[src/rtl/core/ztcp_pkg.sv]
// shared types and constants for the depth-buffer tile copy planner
// no dependencies
package ztcp_pkg;

  localparam int TILE_BYTES = 2048;
  localparam int TILE_LOG = $clog2(TILE_BYTES);
  localparam int SEG_BYTES_W = 12;
  localparam int QDEPTH = 2;
  localparam int QPTR_W = $clog2(QDEPTH);
  localparam int QCNT_W = $clog2(QDEPTH + 1);

  typedef enum logic [3:0] {
    ST_OK          = 4'd0,
    ST_FORMAT      = 4'd1,
    ST_COMPRESSED  = 4'd2,
    ST_MULTISAMPLE = 4'd3,
    ST_ALIGNMENT   = 4'd4,
    ST_PITCH       = 4'd5,
    ST_BOUNDS      = 4'd6,
    ST_BUFFER      = 4'd7,
    ST_OVERLAP     = 4'd8
  } status_t;

  typedef enum logic [2:0] {
    CFG_SRC_BUFFER_BYTES = 3'd0,
    CFG_DST_BUFFER_BYTES = 3'd1,
    CFG_SRC_MACRO_WIDTH  = 3'd2,
    CFG_SRC_MACRO_HEIGHT = 3'd3,
    CFG_SRC_MACRO_PITCH  = 3'd4,
    CFG_DST_MACRO_WIDTH  = 3'd5,
    CFG_DST_MACRO_HEIGHT = 3'd6,
    CFG_DST_MACRO_PITCH  = 3'd7
  } cfg_idx_t;

  typedef struct packed {
    logic [31:0] src_offset;
    logic [31:0] dst_offset;
    logic [15:0] src_tile_x;
    logic [15:0] src_tile_y;
    logic [15:0] dst_tile_x;
    logic [15:0] dst_tile_y;
    logic        formats_match;
    logic        is_compressed;
    logic        is_multisample;
    logic        shared_buffer;
  } req_t;

  typedef struct packed {
    status_t     status;
    logic [31:0] seg_src_offset;
    logic [31:0] seg_dst_offset;
    logic [11:0] seg_bytes;
    logic        last;
  } seg_t;

  typedef struct packed {
    status_t     status;
    logic [31:0] src_offset;
    logic [31:0] dst_offset;
    logic        x_par;
    logic        y_par;
  } plan_t;

  typedef struct packed {
    logic [31:0] src_buffer_bytes;
    logic [31:0] dst_buffer_bytes;
    logic [15:0] src_macro_width;
    logic [15:0] src_macro_height;
    logic [15:0] src_macro_pitch;
    logic [15:0] dst_macro_width;
    logic [15:0] dst_macro_height;
    logic [15:0] dst_macro_pitch;
  } cfg_t;

endpackage

[src/rtl/core/zbuffer_tile_copy_planner_top.sv]
// A request is registered and checked in the front stage, waits in a two-entry
// queue, and the back stage then sends one result per cycle from the queue head
// into an output register, unless seg_stall holds that register. A refused
// request gives one result and an accepted plan 1, 2 or 4, and that back stage
// sets the sustained rate, while the front keeps taking requests until the
// queue fills. A request passes the front register, a queue slot and the output
// register before its first result. Depends on ztcp_pkg and the ztcp_* modules.
module zbuffer_tile_copy_planner_top import ztcp_pkg::*; (
  input  logic        clk,
  input  logic        rst,
  input  logic        cfg_we,
  input  logic [2:0]  cfg_index,
  input  logic [31:0] cfg_data,
  input  logic        req_valid,
  output logic        req_stall,
  input  req_t        req,
  output logic        seg_valid,
  input  logic        seg_stall,
  output seg_t        seg
);

  logic  plan_push;
  logic  plan_full;
  plan_t plan;
  logic  head_valid;
  plan_t head;
  logic  pop;

  ztcp_front u_front (
    .clk        (clk),
    .rst        (rst),
    .cfg_we     (cfg_we),
    .cfg_index  (cfg_index),
    .cfg_data   (cfg_data),
    .req_valid  (req_valid),
    .req_stall  (req_stall),
    .req        (req),
    .plan_valid (plan_push),
    .plan_full  (plan_full),
    .plan       (plan)
  );

  ztcp_queue u_queue (
    .clk        (clk),
    .rst        (rst),
    .push       (plan_push),
    .push_data  (plan),
    .full       (plan_full),
    .pop        (pop),
    .head_valid (head_valid),
    .head       (head)
  );

  ztcp_back u_back (
    .clk        (clk),
    .rst        (rst),
    .head_valid (head_valid),
    .head       (head),
    .pop        (pop),
    .seg_valid  (seg_valid),
    .seg_stall  (seg_stall),
    .seg        (seg)
  );

endmodule

[src/rtl/core/ztcp_front.sv]
// front stage: configuration registers, request checks and classification
// depends on ztcp_pkg
module ztcp_front import ztcp_pkg::*; (
  input  logic        clk,
  input  logic        rst,
  input  logic        cfg_we,
  input  logic [2:0]  cfg_index,
  input  logic [31:0] cfg_data,
  input  logic        req_valid,
  output logic        req_stall,
  input  req_t        req,
  output logic        plan_valid,
  input  logic        plan_full,
  output plan_t       plan
);

  cfg_t    cfg;
  logic    fvalid;
  logic    fvalid_next;
  logic    accept;
  logic    push;
  logic    mis_s, mis_d, pitch_bad, bounds_bad, buf_bad_s, buf_bad_d;
  logic    side_fail, overlap;
  status_t status_next;

  always_ff @(posedge clk) begin
    if (rst) begin
      cfg <= '0;
    end else if (cfg_we) begin
      case (cfg_idx_t'(cfg_index))
        CFG_SRC_BUFFER_BYTES: cfg.src_buffer_bytes <= cfg_data;
        CFG_DST_BUFFER_BYTES: cfg.dst_buffer_bytes <= cfg_data;
        CFG_SRC_MACRO_WIDTH:  cfg.src_macro_width  <= cfg_data[15:0];
        CFG_SRC_MACRO_HEIGHT: cfg.src_macro_height <= cfg_data[15:0];
        CFG_SRC_MACRO_PITCH:  cfg.src_macro_pitch  <= cfg_data[15:0];
        CFG_DST_MACRO_WIDTH:  cfg.dst_macro_width  <= cfg_data[15:0];
        CFG_DST_MACRO_HEIGHT: cfg.dst_macro_height <= cfg_data[15:0];
        CFG_DST_MACRO_PITCH:  cfg.dst_macro_pitch  <= cfg_data[15:0];
        default: ;
      endcase
    end
  end

  always_comb begin
    mis_s = req.src_offset[TILE_LOG-1:0] != '0;
    mis_d = req.dst_offset[TILE_LOG-1:0] != '0;
    pitch_bad = (cfg.src_macro_pitch < cfg.src_macro_width) ||
                (cfg.dst_macro_pitch < cfg.dst_macro_width);
    bounds_bad = (cfg.src_macro_width == '0) || (cfg.src_macro_height == '0) ||
                 (cfg.dst_macro_width == '0) || (cfg.dst_macro_height == '0) ||
                 (req.src_tile_x >= cfg.src_macro_width) ||
                 (req.src_tile_y >= cfg.src_macro_height) ||
                 (req.dst_tile_x >= cfg.dst_macro_width) ||
                 (req.dst_tile_y >= cfg.dst_macro_height);
    buf_bad_s = ({1'b0, req.src_offset} + 33'(TILE_BYTES)) > {1'b0, cfg.src_buffer_bytes};
    buf_bad_d = ({1'b0, req.dst_offset} + 33'(TILE_BYTES)) > {1'b0, cfg.dst_buffer_bytes};
    side_fail = mis_s || mis_d || pitch_bad || bounds_bad || buf_bad_s || buf_bad_d;
    overlap = req.shared_buffer &&
              ({1'b0, req.src_offset} < ({1'b0, req.dst_offset} + 33'(TILE_BYTES))) &&
              ({1'b0, req.dst_offset} < ({1'b0, req.src_offset} + 33'(TILE_BYTES)));
    if (!req.formats_match) begin
      status_next = ST_FORMAT;
    end else if (req.is_compressed) begin
      status_next = ST_COMPRESSED;
    end else if (req.is_multisample) begin
      status_next = ST_MULTISAMPLE;
    end else if (side_fail) begin
      if (mis_s || mis_d) begin
        status_next = ST_ALIGNMENT;
      end else if (pitch_bad) begin
        status_next = ST_PITCH;
      end else if (bounds_bad) begin
        status_next = ST_BOUNDS;
      end else begin
        status_next = ST_BUFFER;
      end
    end else if (overlap) begin
      status_next = ST_OVERLAP;
    end else begin
      status_next = ST_OK;
    end
  end

  assign push = fvalid && !plan_full;
  assign req_stall = fvalid && plan_full;
  assign accept = req_valid && !req_stall;
  assign fvalid_next = accept || (fvalid && !push);
  assign plan_valid = push;

  always_ff @(posedge clk) begin
    if (rst) begin
      fvalid <= 1'b0;
    end else begin
      fvalid <= fvalid_next;
    end
  end

  always_ff @(posedge clk) begin
    if (accept) begin
      plan.status     <= status_next;
      plan.src_offset <= req.src_offset;
      plan.dst_offset <= req.dst_offset;
      plan.x_par      <= req.src_tile_x[0] ^ req.dst_tile_x[0];
      plan.y_par      <= req.src_tile_y[0] ^ req.dst_tile_y[0];
    end
  end

endmodule

[src/rtl/core/ztcp_queue.sv]
// short queue of classified plans between the front and back stages
// depends on ztcp_pkg
module ztcp_queue import ztcp_pkg::*; (
  input  logic  clk,
  input  logic  rst,
  input  logic  push,
  input  plan_t push_data,
  output logic  full,
  input  logic  pop,
  output logic  head_valid,
  output plan_t head
);

  plan_t             slots [QDEPTH];
  logic [QPTR_W-1:0] wr_ptr;
  logic [QPTR_W-1:0] rd_ptr;
  logic [QCNT_W-1:0] count;
  logic              do_pop;

  assign full = count == QCNT_W'(QDEPTH);
  assign head_valid = count != '0;
  assign head = slots[rd_ptr];
  assign do_pop = pop && head_valid;

  always_ff @(posedge clk) begin
    if (rst) begin
      wr_ptr <= '0;
      rd_ptr <= '0;
      count  <= '0;
    end else begin
      if (push) begin
        wr_ptr <= (wr_ptr == QPTR_W'(QDEPTH - 1)) ? '0 : wr_ptr + 1'b1;
      end
      if (do_pop) begin
        rd_ptr <= (rd_ptr == QPTR_W'(QDEPTH - 1)) ? '0 : rd_ptr + 1'b1;
      end
      if (push && !do_pop) begin
        count <= count + 1'b1;
      end else if (do_pop && !push) begin
        count <= count - 1'b1;
      end
    end
  end

  always_ff @(posedge clk) begin
    if (push) begin
      slots[wr_ptr] <= push_data;
    end
  end

endmodule

[src/rtl/core/ztcp_back.sv]
// back stage: walks the segments of the head plan into the result register
// depends on ztcp_pkg
module ztcp_back import ztcp_pkg::*; (
  input  logic  clk,
  input  logic  rst,
  input  logic  head_valid,
  input  plan_t head,
  output logic  pop,
  output logic  seg_valid,
  input  logic  seg_stall,
  output seg_t  seg
);

  logic [1:0]            idx;
  logic [1:0]            last_idx;
  logic                  emit;
  logic                  is_last;
  logic [TILE_LOG-1:0]   seg_off;
  logic [TILE_LOG-1:0]   xr;
  logic [SEG_BYTES_W-1:0] nbytes;
  seg_t                  seg_next;

  always_comb begin
    xr = {head.x_par, head.y_par, (TILE_LOG - 2)'(0)};
    if (head.y_par) begin
      last_idx = 2'd3;
      seg_off = {idx, (TILE_LOG - 2)'(0)};
      nbytes = SEG_BYTES_W'(TILE_BYTES / 4);
    end else if (head.x_par) begin
      last_idx = 2'd1;
      seg_off = {idx[0], (TILE_LOG - 1)'(0)};
      nbytes = SEG_BYTES_W'(TILE_BYTES / 2);
    end else begin
      last_idx = 2'd0;
      seg_off = '0;
      nbytes = SEG_BYTES_W'(TILE_BYTES);
    end
    if (head.status != ST_OK) begin
      is_last = 1'b1;
      seg_next = '{status: head.status, seg_src_offset: '0, seg_dst_offset: '0,
                   seg_bytes: '0, last: 1'b1};
    end else begin
      is_last = idx == last_idx;
      seg_next.status = ST_OK;
      seg_next.seg_src_offset = head.src_offset + 32'(seg_off);
      seg_next.seg_dst_offset = head.dst_offset + 32'(seg_off ^ xr);
      seg_next.seg_bytes = nbytes;
      seg_next.last = is_last;
    end
  end

  assign emit = head_valid && (!seg_valid || !seg_stall);
  assign pop = emit && is_last;

  always_ff @(posedge clk) begin
    if (rst) begin
      seg_valid <= 1'b0;
      idx <= '0;
    end else begin
      if (emit) begin
        seg_valid <= 1'b1;
        idx <= is_last ? '0 : idx + 1'b1;
      end else if (!seg_stall) begin
        seg_valid <= 1'b0;
      end
    end
  end

  always_ff @(posedge clk) begin
    if (emit) begin
      seg <= seg_next;
    end
  end

endmodule

[config.mk]
export PLATFORM = sky130hd
export DESIGN_NAME = zbuffer_tile_copy_planner_top
export DESIGN_NICKNAME = d
export VERILOG_FILES = /design/src/rtl/core/ztcp_pkg.sv /design/src/rtl/core/zbuffer_tile_copy_planner_top.sv /design/src/rtl/core/ztcp_front.sv /design/src/rtl/core/ztcp_queue.sv /design/src/rtl/core/ztcp_back.sv
export SDC_FILE = /design/constraint.sdc
export NUM_CORES = 1
export LEC_CHECK = 0
export BUFFER_PORTS_ARGS = -buffer_cell sky130_fd_sc_hd__buf_2
export CAP_MARGIN = 20
export CORE_ASPECT_RATIO = 0.8
export CORE_MARGIN = 4
export CORE_UTILIZATION = 25
export CTS_CLUSTER_SIZE = 16
export DETAILED_ROUTE_END_ITERATION = 12
export HOLD_SLACK_MARGIN = 0.06
export PLACE_DENSITY_LB_ADDON = 0.15
export SLEW_MARGIN = 30
export SYNTH_ARGS = -nofsm -noshare
export SYNTH_HDL_FRONTEND = slang
export SYNTH_SLANG_ARGS = --single-unit
export TNS_END_PERCENT = 5
[constraint.sdc]
create_clock -name clk -period 9.1 [get_ports clk]
set_input_delay 2.73 -clock clk [delete_from_list [all_inputs] [get_ports clk]]
set_output_delay 2.73 -clock clk [all_outputs]
set_load 0.02 [all_outputs]
### Word level (Yosys, flattened, before mapping)

Memory sizes are Yosys's and may differ from the RTL's. A register that Yosys moved wholly into a read port is not among the register bits.
Index checks and enable logic that the tools add are counted.

* flip-flop bits (word level): 319
* latch bits: 0
* RAM bits: 140
* memory bits (read-only): 0
* input bits: 172
* memories: 1

* $add $sub $neg: 9
* multiply operators: 0
* divide/modulo/power cells: 0
* magnitude comparators: 10
* eq/ne operators: 10
* shifts and indexed selects: 0
* multiplexer cells: 25
* bitwise logic cells: 4
* reductions and logical operators: 52

Memories
* u_queue.slots: depth 2, bits a word 70, rd ports 1, clocked after memory_dff 1, write ports 1, RTL line ztcp_queue.sv:14 `plan_t slots [QDEPTH];`

Operator list (count)
* $add A32 B12 Y33 const B: 2
* $gt A33 B32 Y1: 2
* $lt A32 B33 Y1: 2
* $ge A16 B16 Y1: 4
* $logic_not A16 Y1: 4
* $add A32 B11 Y32: 1
* $add A32 B32 Y32: 1
* $lt A16 B16 Y1: 2
* $mux W11: 2
* $reduce_bool A11 Y1: 2
* $mux W4: 4
* $reduce_and A2 Y1: 8
* $logic_or A1 B1 Y1: 15
* $eq A3 B3 Y1 const B: 4
* $mux W12: 1
* $mux W2: 6
* $logic_and A1 B1 Y1: 11
* $mux W1: 11
* $xor A11 B11 Y11: 1
* $mux W10: 1
* $eq A3 B2 Y1 const B: 2
* $logic_not A1 Y1: 6
* $add A2 B1 Y2 const B: 2
* $reduce_bool A2 Y1: 2
* 12 further kinds: 14

### Logic depth before layout (Yosys ltp)

Gate-level depths: netlist of run 1.

* word-level depth: 14
* gate-level depth with buffers: 17

### Modules after synthesis

Synthesis of run 1 repeated with hierarchy kept, for this count alone.

* cells, all modules: 2263
* area, all modules: 23122.2 µm²

Modules (own cells, without submodules)
* ztcp_front: instances 1, cells each 1679, area an instance 14034.7 µm², seq. area each 5325.1 µm²
* ztcp_queue: instances 1, cells each 240, area an instance 5243.8 µm², seq. area each 4304.1 µm²
* ztcp_back: instances 1, cells each 344, area an instance 3843.7 µm², seq. area each 2222.1 µm²

### Worst setup path after synthesis of run 1

No wires, ideal clock.

* path kind: in2reg
* from: in req_valid
* to: reg u_front.plan[0] (netlist name)
* setup time: 0.506 ns
* arrival time: 5.801 ns
* slack: 2.794 ns
* stages: 1
* path buffers: 0
* path through: nor2b_1

* cells in the longest elaborated chain, start to end: 1

RTL lines
* start, declared: RTL line zbuffer_tile_copy_planner_top.sv:14 `input logic req_valid,`
* $logic_and A1 B1 Y1: RTL line ztcp_front.sv:86 `assign accept = req_valid && !req_stall;`

Every way passes these cells.
A chain may end at the register's enable or synchronous reset.

### Final worst setup path of run 1

* from: in req[113] (netlist bit)
* to: reg u_front.plan[67] (netlist name)

* cells in the longest elaborated chain, start to end: 7

RTL lines
* start, declared: RTL line zbuffer_tile_copy_planner_top.sv:16 `input req_t req,`
* $add A32 B12 Y33: RTL line ztcp_front.sv:55 `buf_bad_s = ({1'b0, req.src_offset} + 33'(TILE_BYTES)) > {1'b0, cfg.src_buffer_bytes};`
* $gt A33 B32 Y1: RTL line ztcp_front.sv:55
* $logic_or A1 B1 Y1 (2 in a row): RTL line ztcp_front.sv:57 `side_fail = mis_s || mis_d || pitch_bad || bounds_bad || buf_bad_s || buf_bad_d;`
* $mux W4: RTL line ztcp_front.sv:67 `end else if (side_fail) begin`
* $mux W2: RTL line ztcp_front.sv:65 `end else if (req.is_multisample) begin`
* $mux W2: RTL line ztcp_front.sv:63 `end else if (req.is_compressed) begin`

Every way passes these cells.

==> qor.txt, run 1 <==
CTS tree: built
HP Class: reg -> reg
P_sw: 1.75 mW
remaining global-route overflow: 0
fin crit period: 6.04 ns
status: finished, final reports clean
Final Cycle Share: 66.4%
DRC viols: 0
CP cell instances: buf_2 > nand2_1 > nor2_1 > nand4_1 > nor2_1 > and3_1 > xor2_1 > ha_1 > nand2_1 > nor3_1 > nand3_1 > o22ai_1 > a31oi_1 > a311o_1 > nor4b_2 > o31ai_1
worst-skew pair later-pin latency: 0.63 ns
routability cong.: 0.832
Power Density: 213 nW/um2
Internal: 4.03 mW
startpoint types: input port
DR vias: 16.8k
H-tree depth: 2
#FFs+latches synth: 451
Initial Util: 25.2%
cell class contributing the biggest share of worst-path delay: simple AND/OR/NAND/NOR gates
met1 Use GR: 20.3%
Sw Share: 30.3%
Worst path slowest cell: nor2_1
clock transition at the registers of the reported paths: 0.06 ns
Avg Cell Area, Syn: 10.1 um2
Setup CP Type: in -> reg
Final Setup Violations: 0
setup TNS after final layout: 0 ns
Synth Instances: 2265
Synth top area share: 36.9%
max_cap viols: 0
Hold Path Stages: 0
CP peak stage delay: 0.51 ns
sequential share of power: 44.5%
number of synthesized flops with an enable pin: 282
met2 Use GR: 23.0%
number of setup buffers added after CTS: 0
pre-CTS setup slack: 2.49 ns
largest net degree at the start of global routing: 76
CTS root buf: clkbuf_16
Reg2Reg Capture Point: u_back.seg[44]$_SDFFCE_PP0P_
most frequent cells in the layout: nand2_1, edfxtp_1, buf_2, a21oi_1, ha_1
Post-CTS Resized: 0
Worst Hold End: u_queue.slots[1][31]$_DFFE_PP_
Longest Clk Path Bufs: 3
Yosys warnings: 0
WP data required: 9.46 ns
Die Wd: 347 um
post-DP HPWL: 54.1 mm
crit end category: register
Routed Antenna Nets: 0
max-slew violation count: 0
area of the mapped netlist: 23000 um2
vias per inst: 4.48
full die area: 96800 um2
CTS Buf Count: 53
Rel. slew slack: 42.7%
share of layout cells above drive strength 1: 14.9%
biggest area consumer among synthesized cells: edfxtp_1
clock skew: 0.0245 ns
first-pass GRT wire length: 106 mm
R2R Setup Slk: 4.80 ns
FF-to-FF path depth: 13
number of cell rows: 99
Die Ht: 279 um
Leak: 10.1 nW
GRT busiest layer: met2
Tot Pwr: 5.78 mW
CP Max Fanout: 7
nets@finish: 2898
DRT Wirelength: 72.0 mm
commonest non-fill, non-tap cell in the layout: nand2_1
DR iter-0 viols: 948
PnR worst setup slack: 3.06 ns
cell count along the critical path: 16
Routed wire per std cell: 19.2 um
sequential area share after synthesis: 51.6%
Peak supply drop: 0.000128 V
worst setup path startpoint: req[113]
Area growth syn-to-layout: 18.4%
Post-synth top flop: edfxtp_1
clock sinks: 451
Overall Global Routing Usage: 14.5%
Logic pwr share: 19.5%
largest cells by area after synthesis: edfxtp_1, dfxtp_1, ha_1
vias in the first global route: 16.6k
Final Util: 29.8%
GRT met3 Usage: 3.11%
count of port buffers added during placement: 245
hold_sp: u_front.plan[31]$_DFFE_PP_
io pins: 255
RSZ-0062 raised after global routing: no
# fillers: 9551
Worst Tran Pin Value: 0.859 ns
fmax: 166 MHz
asr flop ratio synth: 0%
CP bufs+invs: 1
Fin. Hold Viols: 0
Core Box Area: 91200 um2
crit path DAT: 6.40 ns
Netlist cell types: 69
DRT Pass-1 Iters: 5
Clk pwr share: 36.0%
cts hold-fix bufs: 0
antenna violations before repair: 12
worst max path at each step:
stage | to | slack (ns)
after floorplan | u_front.plan[0]$_DFFE_PP_ | 2.79
after global placement | u_front.plan[67]$_SDFFCE_PN0P_ | 2.52
after detailed placement | u_front.plan[67]$_SDFFCE_PN0P_ | 2.49
after CTS | u_front.plan[67]$_SDFFCE_PN0P_ | 3.18
after global routing | u_front.plan[67]$_SDFFCE_PN0P_ | 2.90
final | u_front.plan[67]$_SDFFCE_PN0P_ | 3.06
power by group through the flow:
stage	sequential, mW	clock (mW)	combinational, mW
detailed placement	2.62	0	1.15
global placement	2.61	0	1.14
floorplan	2.77	0	0.568
finish	2.57	2.08	1.12
global route	2.60	2.23	1.25
CTS	2.58	2.16	1.15
stage by stage:
stage | cell area (um2) | std cells | hold slack (ns)
3_3_place_gp | 25400 | 3655 | 0.422
4_1_cts | 27200 | 3750 | 0.425
3_5_place_dp | 25500 | 3655 | 0.429
6_report | 27200 | 3757 | 0.435
5_1_grt | 27200 | 3752 | 0.452
2_1_floorplan | 23000 | 2273 | 0.421
worst reg2reg max path, cell delays in order, from the launching register on:
cell      delay, ns
dfxtp_4        0.61
buf_6          0.61
mux2_1         0.32
nand2_1        0.05
o21ai_0        0.13
inv_1          0.11
fa_1           0.47
a21oi_1        0.50
nand4_2        0.23
or2_1          0.34
nand2b_4       0.19
nor4_4         0.28
xor2_1         0.16
nor2_1         0.05
routing by layer:
layer / part of all wire (%) / routed length [um] / up-vias
li1: - / - / 8359
met1: 48 / 34800 / 8033
met4: 1.7 / 1210 / 8
met3: 5.3 / 3850 / 84
met5: 0.064 / 46 / -
met2: 45 / 32100 / 355
cell families after synthesis:
group	synth area share [%]
AOI/OAI and AO/OA	9.61
xor gates and xnor gates	3.17
adders and majority gates	12.5
buffers and inverters	5.27
DFF	51.6
muxes	2.88
other	0.0163
and+or+nand+nor	14.9
cells in the mapped netlist, types with 5 or more instances:
master and count:
a2111oi_0 5, a211oi_1 17, a21o_1 18, a21oi_1 239, and2_1 7, and3_1 13
buf_2 7, buf_4 10, clkbuf_1 54, clkbuf_2 15, dfxtp_1 169, edfxtp_1 282
ha_1 226, inv_1 213, mux2_2 12, mux2i_1 50, nand2_1 395, nand2b_1 12
nand3_1 40, nand3b_1 7, nand4_1 42, nor2_1 136, nor2b_1 23, nor3_1 22
nor4_1 23, o211ai_1 9, o21a_1 6, o21ai_0 52, or4_1 8, xnor2_1 43
xor2_1 40
layout make-up:
cell class | count | area, um2 | area share (%)
Antenna cell | 7 | 17.5 | 0.0645
Clock buffer | 70 | 1420 | 5.24
Clock inverter | 25 | 268 | 0.985
Inverter | 213 | 800 | 2.94
Multi-Input combinational cell | 1521 | 9960 | 36.7
Sequential cell | 451 | 11900 | 43.6
Tap cell | 1212 | 1520 | 5.58
Timing Repair Buffer | 258 | 1330 | 4.89
flip-flops by register name, indices dropped and copies added, names as in the netlist, named ones only:
signal            flops
u_queue.count         2
u_back.seg           72
u_front.fvalid        1
u_back.idx            2
u_front.cfg         160
u_queue.rd_ptr        1
u_queue.slots       140
u_queue.wr_ptr        1
u_back.seg_valid      1
u_front.plan         70
(Power assumes the default switching activity.)
==> run 2, diff against run 1 <==
- clock period: 9.1 -> 5.03 ns (I/O delays scaled with it)
==> qor.txt, run 2 (synthesis gave the netlist of run 1 again) <==
CP cell instances: buf_2 > and4_1 > buf_4 > nand4_2 > nor4_1 > buf_4 > nand3_1 > xnor2_1 > ha_1 > nand4_1 > a21oi_1 > a2111oi_0 > o21ai_0 > o21ai_0 > nor4b_2 > o31ai_1
number of setup buffers added after CTS: 0
clock sinks: 451
multi-input combinational cell area: 9970 um2
H-tree depth: 2
io pins: 255
crit path DAT: 4.84 ns
largest net degree at the start of global routing: 71
# fillers: 9539
Rel. slew slack: 41.5%
fin crit period: 4.49 ns
Fin. Hold Viols: 0
Peak supply drop: 0.000250 V
antenna violations before repair: 17
count of port buffers added during placement: 245
DRT Pass-1 Iters: 5
CTS root buf: clkbuf_16
P_sw: 3.16 mW
fmax: 222 MHz
Routed Antenna Nets: 0
most frequent cells in the layout: nand2_1, edfxtp_1, buf_2, a21oi_1, ha_1
startpoint types: input port
Die Ht: 279 um
final std cells w/o fill: 3785
Overall Global Routing Usage: 14.4%
DR iter-0 viols: 978
Power Density: 389 nW/um2
Top reg by flops: u_front.cfg
vias in the first global route: 17.1k
DRC viols: 0
share of layout cells above drive strength 1: 16.1%
Longest Clk Path Bufs: 3
FF-to-FF path depth: 11
commonest non-fill, non-tap cell in the layout: nand2_1
Sw Share: 29.5%
Final Cycle Share: 89.4%
CP Max Fanout: 3
Core Box Area: 91200 um2
post-DP HPWL: 54.3 mm
Post-CTS Resized: 0
Internal: 7.54 mW
HP Class: reg -> reg
DR vias: 17.1k
routability cong.: 0.839
Storage cell area: 11900 um2
clock skew: 0.0122 ns
full die area: 96800 um2
Regs by FF count: u_front.cfg (160), u_queue.slots (140), u_back.seg (72)
max_cap viols: 0
R2R Setup Slk: 1.05 ns
Die Wd: 347 um
Worst path slowest cell: a2111oi_0
first-pass GRT wire length: 107 mm
CTS Buf Count: 53
CP peak stage delay: 0.43 ns
cts hold-fix bufs: 0
status: finished, final reports clean
Final Setup Violations: 0
remaining global-route overflow: 0
nets@finish: 2923
CTS tree: built
Logic pwr share: 19.5%
Clk pwr share: 37.3%
placed cell count: 3680
Initial Util: 25.2%
Routed wire per std cell: 18.9 um
Hold Path Stages: 0
DRT Wirelength: 71.7 mm
vias per inst: 4.51
Leak: 10.4 nW
sequential share of power: 43.2%
number of cell rows: 99
max-slew violation count: 0
Worst Tran Pin Value: 0.878 ns
Area growth syn-to-layout: 19.8%
max FFs per register: 160
crit end category: register
clock transition at the registers of the reported paths: 0.06 ns
WP data required: 5.37 ns
worst-skew pair later-pin latency: 0.60 ns
PnR worst setup slack: 0.535 ns
Setup CP Type: in -> reg
RSZ-0062 raised after global routing: no
pre-CTS setup slack: -0.0501 ns
## run 2: changes by cell type in the layout (fill, tap and decap cells not counted), sizes merged
cell,previous run,this run
clkinvlp,3,1
bufinv,3,6
clkbuf,70,66
inv,217,215
clkinv,15,23
buf,258,283
## run 2: final timing paths
path,end,startpoint
max,u_front.plan[67]$_SDFFCE_PN0P_,req[81]
max reg2reg,u_back.seg[75]$_SDFFCE_PP0P_,register
min,u_queue.slots[1][61]$_DFFE_PP_,u_front.plan[61]$_DFFE_PP_
min reg2reg,u_queue.slots[1][61]$_DFFE_PP_,u_front.plan[61]$_DFFE_PP_
## run 2: stage by stage
step | power, mW | area (um2) | setup TNS [ns] | hold WS [ns] | util (%)
after CTS | 10.9 | 27500 | 0 | 0.441 | 30.2
after global routing | 11.3 | 27500 | 0 | 0.451 | 30.2
final | 10.7 | 27500 | 0 | 0.441 | 30.2
after global placement | 6.81 | 25700 | 0 | 0.423 | 28.2
after floorplan | 6.03 | 23000 | 0 | 0.421 | -
after detailed placement | 6.84 | 25700 | -0.0969 | 0.429 | 28.2
## run 2: layout make-up
class | count | area share [%]
inverters | 213 | 2.91
clock inverters | 32 | 1.20
repair buffers | 283 | 5.64
clock buffers | 66 | 5.37
multi-input cells | 1521 | 36.2
well taps | 1212 | 5.51
flip-flops and latches | 451 | 43.1
diodes | 7 | 0.0637
## run 2: power by group through the flow
| stage | sequential, mW | combinational (mW) | clock [mW] |
|---|---|---|---|
| floorplan | 5.00 | 1.03 | 0 |
| global placement | 4.70 | 2.10 | 0 |
| detailed placement | 4.71 | 2.13 | 0 |
| CTS | 4.64 | 2.14 | 4.13 |
| global route | 4.67 | 2.31 | 4.27 |
| finish | 4.62 | 2.09 | 3.99 |
## run 2: worst max-delay path, delay by kind of cell
family,cells,cell delay [ns]
buffers and inverters,3,0.43
adder cells (fa/ha/maj),1,0.29
AO/OA/AOI/OAI,5,1.09
AND/OR/NAND/NOR,6,1.32
XOR/XNOR,1,0.20
## run 2: layer usage
| layer | track usage, % | wire [um] | vias to the layer above |
|---|---|---|---|
| met5 | 0 | 32 | - |
| met2 | 22.8 | 32100 | 394 |
| met1 | 20.3 | 34300 | 8135 |
| met4 | 3.91 | 1580 | 6 |
| met3 | 2.50 | 3680 | 109 |
| li1 | - | - | 8417 |
